## src/design/qrs_pkg.sv

```systemverilog
`default_nettype none
package qrs_pkg;

  typedef enum logic [1:0] {
    ST_OK     = 2'd0,
    ST_NOREAL = 2'd1,
    ST_AZERO  = 2'd2,
    ST_SAT    = 2'd3
  } qrs_status_t;

  // handshake state of one pipeline cell
  typedef struct packed {
    logic en;
    logic vld;
  } qrs_ctl_t;

endpackage
`default_nettype wire

```

## src/design/qrs_div_cell.sv

```systemverilog
`default_nettype none
// One quotient bit of two restoring divisions running side by side.
module qrs_div_cell
  import qrs_pkg::*;
#(
  parameter int NW  = 52,
  parameter int DNW = 35,
  parameter int QW  = 32,
  parameter int I   = 0,
  parameter int SBW = 7
) (
  input  wire logic           clk,
  input  wire logic           rst_n,
  input  wire qrs_ctl_t       ctl_i,
  input  wire logic [NW-1:0]  rem0_i,
  input  wire logic [NW-1:0]  rem1_i,
  input  wire logic [DNW-1:0] dn0_i,
  input  wire logic [DNW-1:0] dn1_i,
  input  wire logic [QW-1:0]  q0_i,
  input  wire logic [QW-1:0]  q1_i,
  input  wire logic [SBW-1:0] sb_i,
  output logic                vld_o,
  output logic [NW-1:0]       rem0_o,
  output logic [NW-1:0]       rem1_o,
  output logic [DNW-1:0]      dn0_o,
  output logic [DNW-1:0]      dn1_o,
  output logic [QW-1:0]       q0_o,
  output logic [QW-1:0]       q1_o,
  output logic [SBW-1:0]      sb_o
);

  localparam int XW = NW + QW;

  logic [XW-1:0]  trial0, trial1, ext0, ext1;
  logic           fit0, fit1;
  logic           vld_r;
  logic [NW-1:0]  rem0_r, rem0_nxt, rem1_r, rem1_nxt;
  logic [DNW-1:0] dn0_r, dn1_r;
  logic [QW-1:0]  q0_r, q0_nxt, q1_r, q1_nxt;
  logic [SBW-1:0] sb_r;

  assign trial0 = {{(XW-DNW){1'b0}}, dn0_i} << I;
  assign trial1 = {{(XW-DNW){1'b0}}, dn1_i} << I;
  assign ext0   = {{QW{1'b0}}, rem0_i};
  assign ext1   = {{QW{1'b0}}, rem1_i};
  assign fit0   = ext0 >= trial0;
  assign fit1   = ext1 >= trial1;

  always_comb begin
    rem0_nxt = fit0 ? NW'(ext0 - trial0) : rem0_i;
    rem1_nxt = fit1 ? NW'(ext1 - trial1) : rem1_i;
    q0_nxt   = q0_i | ({{(QW-1){1'b0}}, fit0} << I);
    q1_nxt   = q1_i | ({{(QW-1){1'b0}}, fit1} << I);
  end

  always_ff @(posedge clk) begin
    if (!rst_n) begin
      vld_r <= 1'b0;
    end else if (ctl_i.en) begin
      vld_r <= ctl_i.vld;
    end
    if (ctl_i.en) begin
      rem0_r <= rem0_nxt;
      rem1_r <= rem1_nxt;
      dn0_r  <= dn0_i;
      dn1_r  <= dn1_i;
      q0_r   <= q0_nxt;
      q1_r   <= q1_nxt;
      sb_r   <= sb_i;
    end
  end

  assign vld_o  = vld_r;
  assign rem0_o = rem0_r;
  assign rem1_o = rem1_r;
  assign dn0_o  = dn0_r;
  assign dn1_o  = dn1_r;
  assign q0_o   = q0_r;
  assign q1_o   = q1_r;
  assign sb_o   = sb_r;

endmodule
`default_nettype wire

```

## config.mk

```make
export PLATFORM = sky130hd
export DESIGN_NAME = qrs_div_cell
export DESIGN_NICKNAME = d
export VERILOG_FILES = /design/src/design/qrs_pkg.sv /design/src/design/qrs_div_cell.sv
export SDC_FILE = /design/constraint.sdc
export NUM_CORES = 1
export LEC_CHECK = 0
export ABC_AREA = 1
export BUFFER_PORTS_ARGS = -buffer_cell sky130_fd_sc_hd__clkbuf_2
export CAP_MARGIN = 40
export CELL_PAD_IN_SITES_DETAIL_PLACEMENT = 2
export CELL_PAD_IN_SITES_GLOBAL_PLACEMENT = 2
export CORE_MARGIN = 3
export CORE_UTILIZATION = 31
export DETAILED_ROUTE_END_ITERATION = 8
export GPL_ROUTABILITY_DRIVEN = 0
export PLACE_DENSITY_LB_ADDON = 0.1
export SETUP_SLACK_MARGIN = 0.05
export SYNTH_ARGS = -nofsm -noshare
export SYNTH_HDL_FRONTEND = slang
export SYNTH_SLANG_ARGS = --single-unit
```

## constraint.sdc

```tcl
create_clock -name clk -period 5.15 [get_ports clk]
set_clock_uncertainty 0.1 [all_clocks]
set_input_delay 0.7725 -clock clk [delete_from_list [all_inputs] [get_ports clk]]
set_output_delay 0.7725 -clock clk [all_outputs]
set_load 0.02 [all_outputs]
```

==> implementation parameters <==
Parameter                              Value

Logic synthesis
  Netlist area before placement    16600 µm²
  Ranking of synthesized cells by area    sky130_fd_sc_hd__edfxtp_1 (44%), sky130_fd_sc_hd__nand2_1 (19%), sky130_fd_sc_hd__inv_1 (11%)
  Cell taking the most area after synthesis    sky130_fd_sc_hd__edfxtp_1
  Cells after synthesis    around 2300
  Synthesized flop and latch total    about 250
  Most instantiated flip-flop cell in the synthesis netlist    sky130_fd_sc_hd__edfxtp_1
  Net count of the mapped netlist    2574
  Post-Syn Area per Cell    around 7.4 µm²
  Yosys warning total    0
  FFs w/ async S/R, synth    0
  Xor/xnor share of the synthesized area    0.0210
  Post-synth top cells    sky130_fd_sc_hd__nand2_1 (852), sky130_fd_sc_hd__inv_1 (479), sky130_fd_sc_hd__edfxtp_1 (245)
  Most frequently used cell type in the post-synthesis netlist    sky130_fd_sc_hd__nand2_1
  Post-synthesis compound-gate area fraction    0.0469
  Number of flops mapped to enable cells by yosys    about 250
  Dominant combinational cell family by area after synthesis    simple AND/OR/NAND/NOR gates
  Share of synthesized cell area in and, or, nand and nor gates    0.313
  Adder-cell share of the synthesized area    0.0550
  Share of synthesized area occupied by flip-flops and latches    0.443
  Library cells used by synthesis    35
  Multiplexer area fraction after synthesis    0
  Portion of synthesized cell area occupied by the leading cell type    0.442

Placement
  Buffers added on ports    494
  Final HPWL from detailed placement    63800 µm
  Number of cells after detailed placement    3425

Clock network
  Sink Count    246
  TritonCTS clock tree    yes
  Buffer cell driving the clock tree root    sky130_fd_sc_hd__clkbuf_16
  Number of instances resized during post-cts repair    0
  Cts-stage hold buffer count    0
  Post CTS Setup Buffer Count    0
  Number of levels in the clock H-tree    1
  Worst-Skew Late Latency    0.59 ns
  Worst-case clock buffer depth    3
  TritonCTS buffer count    30
  Clk slew on worst S/H paths    roughly 0.06 ns

Critical path
  Kind of launch point of the worst setup path    input port
  Register-to-Register Path Depth    2
  Capture point of the worst reg-to-reg path    vld_o
  Reg2Reg Launch Point    vld_o
  Critical Path AT    3.38 ns
  Type of destination of the critical path    flip-flop
  Required arrival time at the worst endpoint    5.35 ns
  Setup slack of the worst register-to-register path    4.40 ns
  CP Class    input port to flip-flop
  Worst Path Max Fanout    33

Die
  Die area    56500 µm²
  Core region area    between 50000 and 60000 µm²
  Number of rows in the core area    84
  Horizontal die dimension    approximately 240 µm
  Initial standard-cell utilization of the core    0.315
  Count of pins on the block boundary    about 500
  Floorplan die height    238 µm

Status
  Run status    complete, no violations

Drt
  Vias/cell    4.78
  Drt initial violations    715
  Final Routed Wirelength    between 70000 and 80000 µm
  Via count    ~17000
  DR WL/cell    ~22 µm
  DRC violation count after routing    0
  Remaining antenna violation count after routing    0
  Iteration count of the initial detailed-routing pass    5

STA
  Actual transition at the worst max-transition pin    0.812 ns
  Final cycle utilization of the critical path    0.617
  Unrepaired setup endpoints after global routing    false
  Final number of setup-violating endpoints    0
  Setup total negative slack    0 ns
  Upper clock frequency limit    315 MHz
  Min Clock Period, post-route    3.18 ns
  Final-report max-slew violation count    0
  Tightest slew margin relative to the limit    0.458
  Hold Vio Cnt, Final    0

Layout
  Final Net Count    3090
  Proportion of layout cells with a drive suffix above 1    0.236
  Layout overhead on the synthesized area    25.7%
  Non-Filler Instances    approximately 3500

Hold path
  Worst hold path startpoint    sb_i[6]
  Hold Path Sink    sb_o[6]
  Cell count of the worst hold path    1
  Path category of the worst min-delay check    input port to flip-flop

Global route
  Antenna violations before repair    5
  Overflow left after global routing    0
  GRT Util Overall    0.258
  Maximum number of pins on one net before global-route repair    107
  Via count of the first global-routing pass    18300
  Global-route wire length before repair    112000 µm

Power
  Peak ir drop on the vdd network    0.000260 V
  Static Leakage    0.0109 µW
  Pwr Density    303 nW/µm²

Flow run
  Maximum capacitance violations    0
-- cell usage in the layout (no fill, tap or decap), types with 2 or more instances in the layout --
cell type,count
sky130_fd_sc_hd__inv_1,479
sky130_fd_sc_hd__nand3_1,102
sky130_fd_sc_hd__buf_12,2
sky130_fd_sc_hd__clkinvlp_4,2
sky130_fd_sc_hd__nor2_4,2
sky130_fd_sc_hd__a21oi_2,22
sky130_fd_sc_hd__or2_2,6
sky130_fd_sc_hd__nor2_1,177
sky130_fd_sc_hd__clkbuf_8,7
sky130_fd_sc_hd__fa_1,2
sky130_fd_sc_hd__ha_1,70
sky130_fd_sc_hd__a21oi_1,42
sky130_fd_sc_hd__nor3_2,2
sky130_fd_sc_hd__xnor2_1,36
sky130_fd_sc_hd__clkbuf_16,30
sky130_fd_sc_hd__buf_4,7
sky130_fd_sc_hd__nand3_2,2
sky130_fd_sc_hd__diode_2,4
sky130_fd_sc_hd__nand4_1,39
sky130_fd_sc_hd__clkbuf_2,493
sky130_fd_sc_hd__clkbuf_1,8
sky130_fd_sc_hd__nand2_1,852
sky130_fd_sc_hd__and2_1,9
sky130_fd_sc_hd__nand3b_1,13
sky130_fd_sc_hd__o21bai_1,2
sky130_fd_sc_hd__xor2_1,4
sky130_fd_sc_hd__nand2_2,30
sky130_fd_sc_hd__edfxtp_1,245
sky130_fd_sc_hd__o21ai_2,20
sky130_fd_sc_hd__o21ai_0,36
sky130_fd_sc_hd__clkinv_2,2
sky130_fd_sc_hd__nor3_1,9
sky130_fd_sc_hd__nor2_2,15
sky130_fd_sc_hd__clkinv_1,4
sky130_fd_sc_hd__inv_2,13
-- critical path, cell delays in order --
cell and delay, ns:
sky130_fd_sc_hd__clkbuf_2 0.10, sky130_fd_sc_hd__inv_1 0.05, sky130_fd_sc_hd__ha_1 0.35, sky130_fd_sc_hd__nand2_1 0.16, sky130_fd_sc_hd__inv_1 0.05, sky130_fd_sc_hd__nand2_1 0.06
sky130_fd_sc_hd__nand2_1 0.08, sky130_fd_sc_hd__a21oi_1 0.27, sky130_fd_sc_hd__nand3_2 0.21, sky130_fd_sc_hd__nand2_2 0.17, sky130_fd_sc_hd__nand2_2 0.08, sky130_fd_sc_hd__inv_2 0.38
sky130_fd_sc_hd__buf_4 0.41, sky130_fd_sc_hd__o21ai_0 0.20
-- per-stage QoR --
| stage | total power, µW | setup WS [ns] | instance area (µm²) | hold slack, ns | utilization |
|---|---|---|---|---|---|
| after floorplan | 3490 | 2.37 | 16600 | 0.506 | - |
| after global placement | 4170 | 1.55 | 19900 | 0.431 | 0.377 |
| after detailed placement | 4250 | 1.34 | 19900 | 0.447 | 0.377 |
| after CTS | 6440 | 1.95 | 20900 | 0.212 | 0.396 |
| after global routing | 6650 | 1.73 | 20900 | 0.226 | 0.396 |
| final | 6340 | 1.97 | 20900 | 0.252 | 0.396 |
-- cell type report --
type / count / area, µm²
Timing Repair Buffer: 503 / 2570
Clock inverter: 11 / 109
Clock buffer: 45 / 877
Inverter: 492 / 1850
Tap cell: 688 / 861
Fill cell: 6254 / 31900
Sequential cell: 246 / 7380
Multi-Input combinational cell: 1496 / 7260
Antenna cell: 4 / 10.0
-- where the power goes --
group          total, µW  switching, µW  internal [µW]
Sequential          2530           76.2           2460
Combinational       1670           1160            502
Clock               2150            920           1230
Total               6340           2160           4180
-- state kept, by name, indices dropped and copies added (netlist names) --
register and count:
q0_o 32, vld_o 1, sb_o 7, rem0_o 52
q1_o 32, dn1_o 35, rem1_o 52, dn0_o 35
-- cells by family after synthesis --
family | count (synthesis)
buffers and inverters | 511
adder cells (fa/ha/maj) | 72
AO/OA/AOI/OAI | 123
XOR/XNOR | 40
AND/OR/NAND/NOR | 1261
flip-flops | 246
-- routing by layer --
metal | vias up | track usage | routed length, µm
met2 | 416 | 0.455 | 36400
met4 | 2 | 0.0444 | 1180
li1 | 7991 | - | -
met3 | 56 | 0.0405 | 3900
met1 | 8207 | 0.339 | 33900
met5 | - | 0 | 8
-- worst max path at each step --
stage               from    endpoint  slack, ns  cells past startpoint
2_1_floorplan  rem0_i[0]  rem0_o[32]       2.37                     16
3_3_place_gp   dn0_i[14]   rem0_o[8]       1.55                     14
3_5_place_dp   dn0_i[18]   rem0_o[4]       1.34                     14
4_1_cts        dn0_i[14]   rem0_o[4]       1.95                     14
5_1_grt        rem0_i[0]   rem0_o[4]       1.73                     15
6_report       dn0_i[14]   rem0_o[4]       1.97                     14
Power figures use the tool's default switching activity.
