<file path="src/design/qrs_pkg.sv">
`default_nettype none
package qrs_pkg;

  typedef enum logic [1:0] {
    ST_OK     = 2'd0,
    ST_NOREAL = 2'd1,
    ST_AZERO  = 2'd2,
    ST_SAT    = 2'd3
  } qrs_status_t;

  // handshake state of one pipeline cell
  typedef struct packed {
    logic en;
    logic vld;
  } qrs_ctl_t;

endpackage
`default_nettype wire

</file>
<file path="src/design/qrs_sqrt_cell.sv">
`default_nettype none
// One bit of the integer square root: decides root bit K.
module qrs_sqrt_cell
  import qrs_pkg::*;
#(
  parameter int DW  = 65,
  parameter int SW  = 33,
  parameter int K   = 0,
  parameter int SBW = 8
) (
  input  wire logic           clk,
  input  wire logic           rst_n,
  input  wire qrs_ctl_t       ctl_i,
  input  wire logic [DW-1:0]  rem_i,
  input  wire logic [SW-1:0]  root_i,
  input  wire logic [SBW-1:0] sb_i,
  output logic                vld_o,
  output logic [DW-1:0]       rem_o,
  output logic [SW-1:0]       root_o,
  output logic [SBW-1:0]      sb_o
);

  localparam int TW = DW + SW + 1;

  logic [TW-1:0]  trial;
  logic [TW-1:0]  rem_ext;
  logic           fit;
  logic           vld_r;
  logic [DW-1:0]  rem_r, rem_nxt;
  logic [SW-1:0]  root_r, root_nxt;
  logic [SBW-1:0] sb_r;

  // (2r + 2^K) * 2^K, r holding only bits above K
  assign trial   = ({{(TW-SW){1'b0}}, root_i} << (K + 1)) | ({{(TW-1){1'b0}}, 1'b1} << (2 * K));
  assign rem_ext = {{(TW-DW){1'b0}}, rem_i};
  assign fit     = rem_ext >= trial;

  always_comb begin
    rem_nxt  = rem_i;
    root_nxt = root_i;
    if (fit) begin
      rem_nxt  = DW'(rem_ext - trial);
      root_nxt = root_i | ({{(SW-1){1'b0}}, 1'b1} << K);
    end
  end

  always_ff @(posedge clk) begin
    if (!rst_n) begin
      vld_r <= 1'b0;
    end else if (ctl_i.en) begin
      vld_r <= ctl_i.vld;
    end
    if (ctl_i.en) begin
      rem_r  <= rem_nxt;
      root_r <= root_nxt;
      sb_r   <= sb_i;
    end
  end

  assign vld_o  = vld_r;
  assign rem_o  = rem_r;
  assign root_o = root_r;
  assign sb_o   = sb_r;

endmodule
`default_nettype wire

</file>
<file path="config.mk">
export PLATFORM = sky130hd
export DESIGN_NAME = qrs_sqrt_cell
export DESIGN_NICKNAME = d
export VERILOG_FILES = /design/src/design/qrs_pkg.sv /design/src/design/qrs_sqrt_cell.sv
export SDC_FILE = /design/constraint.sdc
export NUM_CORES = 1
export LEC_CHECK = 0
export BUFFER_PORTS_ARGS = -buffer_cell sky130_fd_sc_hd__buf_4
export CORE_ASPECT_RATIO = 1.4
export CORE_UTILIZATION = 45
export DETAILED_ROUTE_END_ITERATION = 8
export PLACE_DENSITY = 0.83
export SYNTH_ARGS = -nofsm -noshare
export SYNTH_HDL_FRONTEND = slang
export SYNTH_SLANG_ARGS = --single-unit
</file>
<file path="constraint.sdc">
create_clock -name clk -period 8.69 [get_ports clk]
set_input_delay 1.738 -clock clk [delete_from_list [all_inputs] [get_ports clk]]
set_output_delay 1.738 -clock clk [all_outputs]
set_load 0.05 [all_outputs]
</file>
==> results of run 1 <==
layout by cell type, fill, tap and decap left out, types with 4 or more instances in the layout:
master	Yosys	routed
nor3b_1	4	4
xnor2_1	27	27
nor2_1	56	56
ha_1	34	34
o21ai_0	60	60
o21a_1	5	5
nand3_1	18	18
xor2_1	21	21
clkbuf_16	0	9
o31ai_1	5	5
a21o_1	16	16
or3_1	14	14
nand2_1	88	88
a31oi_1	8	8
inv_1	49	49
nor3_1	17	17
buf_4	0	217
nand4_1	21	21
nor4_1	7	7
nand2b_1	6	6
a211oi_1	7	7
edfxtp_1	106	106
a21oi_1	45	45
sequential cells by signal, indices dropped and copies added (netlist names):
signal	count
root_o	33
sb_o	8
vld_o	1
rem_o	65
layout make-up:
class                   count  area, um^2
repair buffers            217        1630
well taps                 189         236
clock inverters             7        67.6
clock buffers               9         225
multi-input cells         522        3280
flip-flops and latches    107        3200
fillers                  1250        5820
inverters                  49         184
synthesized netlist by cell type, types with 8 or more instances:
| cell | number |
|---|---|
| inv_1 | 49 |
| clkbuf_1 | 19 |
| a31oi_1 | 8 |
| o21ai_0 | 60 |
| a21oi_1 | 45 |
| xnor2_1 | 27 |
| xor2_1 | 21 |
| nor3_1 | 17 |
| edfxtp_1 | 106 |
| ha_1 | 34 |
| nand3_1 | 18 |
| or3_1 | 14 |
| a21o_1 | 16 |
| buf_2 | 13 |
| nand2_1 | 88 |
| nand4_1 | 21 |
| nor2_1 | 56 |
layer usage:
layer | track usage (%) | vias up
met5 | 0 | -
met4 | 12.0 | 0
met3 | 4.72 | 57
met2 | 41.7 | 268
met1 | 26.3 | 2824
li1 | - | 2985
logic make-up after synthesis:
kind of cell / after synthesis / synth area share [%]
buf+inv: 82 / 4.87
xor+xnor: 48 / 6.17
mux: 2 / 0.312
flops: 107 / 47.0
compound gates: 178 / 16.3
simple gates: 259 / 18.8
fa+ha+maj: 35 / 6.54
power breakdown:
part / leakage (nW) / switching [mW] / internal [mW]
combinational: 2.44 / 0.363 / 0.179
sequential: 1.05 / 0.0159 / 0.636
clock: 0.142 / 0.208 / 0.204
total: 3.63 / 0.588 / 1.02
worst max-delay path by stage:
stage                          start   endpoint  slack (ns)  cells after the start
after detailed placement    rem_i[6]  rem_o[63]        3.62                     10
final                       rem_i[6]  rem_o[63]        3.94                     10
after global placement     root_i[0]  rem_o[63]        3.70                     11
after floorplan           root_i[15]  rem_o[63]        4.42                     11
after global routing        rem_i[6]  rem_o[63]        3.67                     10
after CTS                   rem_i[6]  rem_o[63]        3.96                     10
critical path: cells and delay by family:
family | cells | cell delay (ns)
AO/OA/AOI/OAI | 4 | 1.19
adder cells (fa/ha/maj) | 1 | 0.36
buffers and inverters | 1 | 0.11
multiplexers | 1 | 0.29
AND/OR/NAND/NOR | 3 | 1.15
stage by stage:
step	instances	worst slack, ns	utilization (%)	instance area [um^2]
after floorplan	711	4.42	-	6810
after global placement	1084	3.70	58.3	8530
after detailed placement	1084	3.62	58.3	8530
after CTS	1100	3.96	60.3	8820
after global routing	1100	3.67	60.3	8820
final	1100	3.94	60.3	8820
==> results.sh, run 1 <==
export IMPL_status="complete, no violations"
export IMPL_end_kind="flop"
export IMPL_worst_ep_required_time_ns=8.80
export IMPL_wl_met1_um=6910
export IMPL_min_path_cells=2
export IMPL_syn_to_final_growth_pct=29.5
export IMPL_wl_met2_um=9630
export IMPL_path_cells="buf_4 > ha_1 > a2111oi_0 > o21ai_0 > nand4b_1 > a31oi_1 > o21ai_2 > and4_4 > nor2_1 > mux2_2"
export IMPL_ys_warn_count=0
export IMPL_drc_errors=0
export IMPL_async_reset_ff_share_pct=0
export IMPL_portBuffers=216
export IMPL_drtIter0Drc=323
export IMPL_skew_ns=0
export IMPL_r2r_cells=2
export IMPL_synthTopCellsByArea="edfxtp_1 (47%), ha_1 (6.2%), nand2_1 (4.8%)"
export IMPL_slew_viol_final=0
export IMPL_antenna_found_initial=0
export IMPL_period_share_pct=54.6
export IMPL_drt_vias_per_instance=5.58
export IMPL_vias=6134
export IMPL_fmax_mhz=211
export IMPL_finalHoldViolations=0
export IMPL_num_rows=52
export IMPL_insertion_delay_ns=0.35
export IMPL_timing_rr_end="vld_o"
export IMPL_yosys_area_top_type_share_pct=46.7
export IMPL_dieArea_um2=15600
export IMPL_final_nets=1051
export IMPL_rsz0062_at_grt="no"
export IMPL_postCtsSetupRepairBufs=0
export IMPL_reg2reg_from="vld_o"
export IMPL_cp_arrival_ns=4.85
export IMPL_grtUsageTotal_pct=23.4
export IMPL_power_density_nw_per_um2=182
export IMPL_maxCapViolations=0
export IMPL_syn_avg_cell_area_um2=9.58
export IMPL_worst_pin_slew_ns=0.907
export IMPL_ys_ff_latch=107
export IMPL_clock_sinks=107
export IMPL_yosysUniqueCellTypes=63
export IMPL_grt_overflow=0
export IMPL_start_kind="input port"
export IMPL_hold_buffers=0
export IMPL_hold_start="vld_o"
export IMPL_criticalPathCategory="in2reg"
export IMPL_dp_hpwl_um=14500
export IMPL_clock_root_buffer="clkbuf_16"
export IMPL_finalSetupViolations=0
export IMPL_ant_nets=0
export IMPL_relSlewSlack_pct=39.5
export IMPL_grt_pass1_vias=5972
export IMPL_top_layer="met4"
export IMPL_cts_htree_levels=3
export IMPL_grt_max_degree=99
export IMPL_routed_wl_met3_um=1130
export IMPL_grt_pass1_wl_um=28800
export IMPL_post_drt_wl_per_cell_um=16.8
export IMPL_clk_path_buf_depth=2
export IMPL_ys_flop_type="edfxtp_1"
export IMPL_start_util_pct=46.5
export IMPL_clk_pin_slew_ns=0.07
export IMPL_hold_path_end="vld_o"
export IMPL_whs_ns=0.521
export IMPL_reg2reg_slack_ns=8.10
export IMPL_worstHoldPathType="reg2reg"
export IMPL_ys_seq_area_share_pct=47.0
export IMPL_cts_tree="done"
export IMPL_io_pins=217
export IMPL_syn_area_um2=6810
export IMPL_slowest_stage="and4_4"
export IMPL_syn_nets=856
export IMPL_wirelength_um=18400
export IMPL_cts_resized_gates=0
export IMPL_antenna_cells=0
export IMPL_slowest_delay_ns=0.91
export IMPL_numCtsBuffers=9
export IMPL_final_setup_tns_ns=0
export IMPL_irDropWorstVdd_uv=143
export IMPL_die_x_um=106
export IMPL_finalCriticalPeriod_ns=4.75
export IMPL_synth_edf_count=106
export IMPL_p_leak_nw=3.63
export IMPL_synthCells=711
export IMPL_drive_gt1_share_pct=27.4
export IMPL_first_pass_iters=5
export IMPL_die_h_um=148
export IMPL_critPathMaxFanout=98
export IMPL_globalplace_congestion=0.948
export IMPL_core_area_um2=14600
export IMPL_synth_top_area_cell="edfxtp_1"
export IMPL_total_power_mw=1.61
(Power assumes the default switching activity.)
==> inputs of run 2 (changes only) <==
Settings changed: ABC_AREA from default to 1, PLACE_DENSITY 0.83 to 0.84.
Clock period 8.69 ns to 4 ns, I/O delays scaled along.
==> results.sh, run 2 <==
export IMPL_status="complete, no violations"
export IMPL_yosys_area_top_type_share_pct=38.6
export IMPL_portBuffers=216
export IMPL_post_place_cells=1658
export IMPL_first_pass_iters=5
export IMPL_antenna_found_initial=0
export IMPL_clock_root_buffer="clkbuf_16"
export IMPL_criticalPathCategory="in2reg"
export IMPL_hold_path_end="vld_o"
export IMPL_final_nets=1574
export IMPL_fmax_mhz=319
export IMPL_worstHoldPathType="reg2reg"
export IMPL_wirelength_um=26200
export IMPL_die_x_um=116
export IMPL_syn_to_final_growth_pct=26.7
export IMPL_cts_htree_levels=3
export IMPL_ant_nets=0
export IMPL_slowest_delay_ns=0.45
export IMPL_numCtsBuffers=9
export IMPL_postCtsSetupRepairBufs=0
export IMPL_reg2reg_from="vld_o"
export IMPL_synthCells=1212
export IMPL_dp_slack_ns=0.503
export IMPL_finalSetupViolations=0
export IMPL_start_util_pct=46.0
export IMPL_grt_max_degree=65
export IMPL_clk_pin_slew_ns=0.08
export IMPL_mostFrequentLayoutCells="nand2_1 (510), buf_4 (220), inv_1 (200)"
export IMPL_layout_commonest_cell="nand2_1"
export IMPL_grt_pass1_vias=7854
export IMPL_skew_ns=0
export IMPL_yosysUniqueCellTypes=33
export IMPL_drc_errors=0
export IMPL_cp_arrival_ns=3.26
export IMPL_relSlewSlack_pct=56.4
export IMPL_grtUsageTotal_pct=28.0
export IMPL_reg2reg_slack_ns=3.34
export IMPL_final_setup_tns_ns=0
export IMPL_syn_avg_cell_area_um2=6.81
export IMPL_synth_top_area_cell="edfxtp_1"
export IMPL_hold_start="vld_o"
export IMPL_drt_vias_per_instance=4.93
export IMPL_synth_edf_count=106
export IMPL_ys_seq_area_share_pct=38.8
export IMPL_clk_path_buf_depth=2
export IMPL_dp_hpwl_um=21500
export IMPL_async_reset_ff_share_pct=0
export IMPL_start_kind="input port"
export IMPL_rsz0062_at_grt="no"
export IMPL_hold_buffers=0
export IMPL_slew_viol_final=0
export IMPL_syn_nets=1357
export IMPL_ys_warn_count=0
export IMPL_irDropWorstVdd_uv=198
export IMPL_path_cells="buf_4 > ha_1 > nand2_1 > inv_1 > nand2_1 > nand2_1 > nand2_1 > nand3_2 > nand2_1 > nand2_1 > nand2_1 > nand2_1 > nand2_2 > nand3_2 > buf_12 > nand2_1 > nand2_1"
export IMPL_period_share_pct=78.4
export IMPL_worst_pin_slew_ns=0.649
export IMPL_timing_rr_end="vld_o"
export IMPL_final_cells=1674
export IMPL_whs_ns=0.574
export IMPL_critPathMaxFanout=21
export IMPL_drtIter0Drc=597
export IMPL_io_pins=217
export IMPL_syn_area_um2=8250
export IMPL_cts_tree="done"
export IMPL_die_h_um=162
export IMPL_grt_overflow=0
export IMPL_largest_register_ffs=65
export IMPL_cpMostUsedCell="nand2_1"
export IMPL_num_rows=58
export IMPL_end_kind="flop"
export IMPL_min_path_cells=2
export IMPL_ys_ff_latch=107
export IMPL_ys_flop_type="edfxtp_1"
export IMPL_p_leak_nw=5.57
export IMPL_dieArea_um2=18900
export IMPL_globalplace_congestion=0.948
export IMPL_synthTopCellsByArea="edfxtp_1 (39%), nand2_1 (23%), inv_1 (9.1%)"
export IMPL_insertion_delay_ns=0.37
export IMPL_yosysMostFrequentCell="nand2_1"
export IMPL_slowest_stage="nand3_2"
export IMPL_antenna_cells=0
export IMPL_finalHoldViolations=0
export IMPL_core_area_um2=17900
export IMPL_cts_resized_gates=0
export IMPL_vias=8248
export IMPL_drive_gt1_share_pct=19.6
export IMPL_power_density_nw_per_um2=347
export IMPL_r2r_cells=2
export IMPL_ys_top_cells_by_count="nand2_1 (510), inv_1 (200), nor2_1 (117)"
export IMPL_worst_ep_required_time_ns=4.13
export IMPL_grt_pass1_wl_um=39400
export IMPL_clock_sinks=107
export IMPL_total_power_mw=3.63
export IMPL_maxCapViolations=0
export IMPL_finalCriticalPeriod_ns=3.14
export IMPL_post_drt_wl_per_cell_um=15.6
export IMPL_setup_ws_ns=0.862
[run 2: changes by cell type in the layout (fill, tap and decap cells not counted), sizes merged, moves of 12 or more]
cell | before | now
a21o | 16 | 1
a21oi | 46 | 26
inv | 54 | 236
nand2 | 88 | 511
nand3 | 18 | 30
nand3b | 3 | 26
nand4 | 21 | 42
nor2 | 56 | 117
o21ai | 61 | 4
or3 | 14 | 0
xnor2 | 27 | 2
[run 2: stage by stage]
stage               utilization [%]  instance area, um^2
floorplan                         -                 8250
global placement               56.6                10200
detailed placement             56.6                10200
CTS                            58.3                10500
global route                   58.3                10500
finish                         58.3                10500
[run 2: area by class of cell]
cell class                      count  area [um^2]
Sequential cell                   107         3200
Tap cell                          240          300
Inverter                          234          878
Clock inverter                      7         78.8
Fill cell                        1741         7470
Multi-Input combinational cell    854         4060
Timing Repair Buffer              223         1710
Clock buffer                        9          225
[run 2: critical path, delay by kind of cell]
| family | cells | cell delay (ns) |
|---|---|---|
| adders and majority gates | 1 | 0.37 |
| and+or+nand+nor | 13 | 1.54 |
| buffers and inverters | 3 | 0.56 |
[run 2: cells by family (layout without fill, tap and decap cells)]
family	count (synthesis)	in the layout	synth area share, %
simple gates	751	751	38.1
buf+inv	251	473	12.0
flops	107	107	38.8
compound gates	37	37	2.46
fa+ha+maj	35	35	5.40
xor+xnor	31	31	3.29
[run 2: report_power, final]
part / switching [mW] / internal [mW] / total (mW)
registers: 0.0339 / 1.38 / 1.41
clock network: 0.469 / 0.445 / 0.914
logic: 0.903 / 0.399 / 1.30
total: 1.41 / 2.22 / 3.63
[run 2: how the worst max path moves through the flow]
stage          slack (ns)  cells after the start   endpoint       from
2_1_floorplan        1.33                     19  rem_o[55]  root_i[1]
3_3_place_gp         0.55                     17  rem_o[62]   rem_i[3]
3_5_place_dp         0.50                     17  rem_o[13]   rem_i[2]
4_1_cts              0.87                     17  rem_o[33]   rem_i[2]
5_1_grt              0.67                     18   rem_o[6]  root_i[2]
6_report             0.86                     17  rem_o[33]   rem_i[3]
[run 2: layer usage]
metal / GRT usage [%] / share of wire [%]
met1: 29.3 / 37
met2: 52.7 / 54
met3: 3.99 / 4.6
met4: 14.8 / 4.7
met5: 0 / 0
==> inputs of run 3 (changes only) <==
Settings changed: PLACE_DENSITY 0.84 to 0.81.
Clock period 4 ns to 3 ns, I/O delays scaled along.
==> results.sh, run 3 (same netlist as run 2, synthesis figures left out) <==
export IMPL_status="complete, no violations"
export IMPL_postCtsSetupRepairBufs=0
export IMPL_maxCapViolations=0
export IMPL_clk_pin_slew_ns=0.08
export IMPL_power_density_nw_per_um2=458
export IMPL_rsz0062_at_grt="no"
export IMPL_globalplace_congestion=0.971
export IMPL_core_area_um2=17900
export IMPL_clk_path_buf_depth=2
export IMPL_grt_overflow=0
export IMPL_grt_pass1_vias=8002
export IMPL_cp_arrival_ns=2.67
export IMPL_cts_tree="done"
export IMPL_clock_sinks=107
export IMPL_post_drt_wl_per_cell_um=15.2
export IMPL_total_power_mw=4.80
export IMPL_reg2reg_slack_ns=2.35
export IMPL_finalCriticalPeriod_ns=2.54
export IMPL_power_frac_comb_pct=36.4
export IMPL_worstHoldPathType="in2reg"
export IMPL_finalHoldViolations=0
export IMPL_multiInputGateArea_um2=4060
export IMPL_ant_nets=0
export IMPL_final_setup_tns_ns=0
export IMPL_p_clk_share_pct=24.4
export IMPL_grtUsageTotal_pct=27.5
export IMPL_final_util_pct=58.5
export IMPL_period_share_pct=84.6
export IMPL_clock_root_buffer="clkbuf_16"
export IMPL_skew_ns=0
export IMPL_fillers=1721
export IMPL_finalSetupViolations=0
export IMPL_die_h_um=162
export IMPL_drtIter0Drc=538
export IMPL_io_pins=217
export IMPL_mostFrequentLayoutCells="nand2_1 (510), buf_4 (222), inv_1 (200)"
export IMPL_drc_errors=0
export IMPL_critPathMaxFanout=4
export IMPL_dieArea_um2=18900
export IMPL_antenna_cells=0
export IMPL_antenna_found_initial=0
export IMPL_insertion_delay_ns=0.36
export IMPL_seqCellArea_um2=3200
export IMPL_grt_pass1_wl_um=39100
export IMPL_drt_vias_per_instance=4.94
export IMPL_numCtsBuffers=9
export IMPL_num_rows=58
export IMPL_hold_buffers=0
export IMPL_swShare_pct=38.0
export IMPL_cts_htree_levels=3
export IMPL_first_pass_iters=5
export IMPL_cts_resized_gates=0
export IMPL_dp_hpwl_um=21100
export IMPL_wirelength_um=25400
export IMPL_layout_commonest_cell="nand2_1"
export IMPL_portBuffers=216
export IMPL_fmax_mhz=394
export IMPL_dp_slack_ns=0.124
export IMPL_largest_register_ffs=65
export IMPL_irDropWorstVdd_uv=250
export IMPL_end_kind="flop"
export IMPL_vias=8289
export IMPL_drive_gt1_share_pct=19.8
export IMPL_p_switching_mw=1.83
export IMPL_criticalPathCategory="in2reg"
export IMPL_final_nets=1577
export IMPL_worst_pin_slew_ns=0.599
export IMPL_sequentialPowerShare_pct=39.2
export IMPL_slew_viol_final=0
export IMPL_die_x_um=116
export IMPL_grt_max_degree=62
export IMPL_relSlewSlack_pct=60.1
export IMPL_p_leak_nw=5.59
export IMPL_p_int_mw=2.98
export IMPL_worst_ep_required_time_ns=3.13
export IMPL_start_util_pct=46.0
export IMPL_setup_ws_ns=0.462
export IMPL_syn_to_final_growth_pct=27.0
export IMPL_start_kind="input port"
==> run 3: worst max-delay path: stages <==
cell and delay, ns:
buf_4 0.11, ha_1 0.35, nand2_1 0.16, nor2_1 0.27, nand3_1 0.12, nand2_1 0.17
nand2_1 0.07, nand2_1 0.22, nand2_1 0.08, nand2_1 0.18, nand2_1 0.10, nand3b_1 0.09
nand2_1 0.05, nand2_1 0.06, inv_2 0.03
==> run 3: area by class of cell <==
class	count	area share, %
Tap cell	240	2.86
Clock buffer	10	2.28
Sequential cell	107	30.6
Multi-Input combinational cell	854	38.7
Inverter	234	8.38
Clock inverter	6	0.513
Timing Repair Buffer	226	16.7
==> run 3: worst paths after layout <==
path	start	end	cells after the start
worst min register to register	vld_o	vld_o	2
worst max register to register	vld_o	vld_o	2
worst max-delay path	rem_i[7]	rem_o[40]	15
worst min-delay path	sb_i[5]	sb_o[5]	1
==> run 3: power groups by stage <==
stage                     clock, mW  combinational, mW  sequential, mW
after floorplan                   0              0.564            2.48
final                          1.17               1.75            1.89
after CTS                      1.20               1.75            1.89
after global placement            0               1.73            1.92
after global routing           1.24               1.88            1.90
after detailed placement          0               1.74            1.92
==> run 3: layer usage <==
metal  vias to the layer above  share of wire [%]  track usage [%]
li1                       4190                  -                -
met1                      3715                 37             28.4
met2                       308                 53             51.4
met3                        76                4.8             3.77
met4                         0                5.2             16.1
met5                         -                  0                0
==> run 3: metrics by stage <==
step / instances / hold WS [ns] / area, um^2
final: 1677 / 0.412 / 10500
after global routing: 1677 / 0.399 / 10500
after CTS: 1677 / 0.399 / 10500
after detailed placement: 1661 / 0.529 / 10200
after global placement: 1661 / 0.524 / 10200
after floorplan: 1212 / 0.693 / 8250
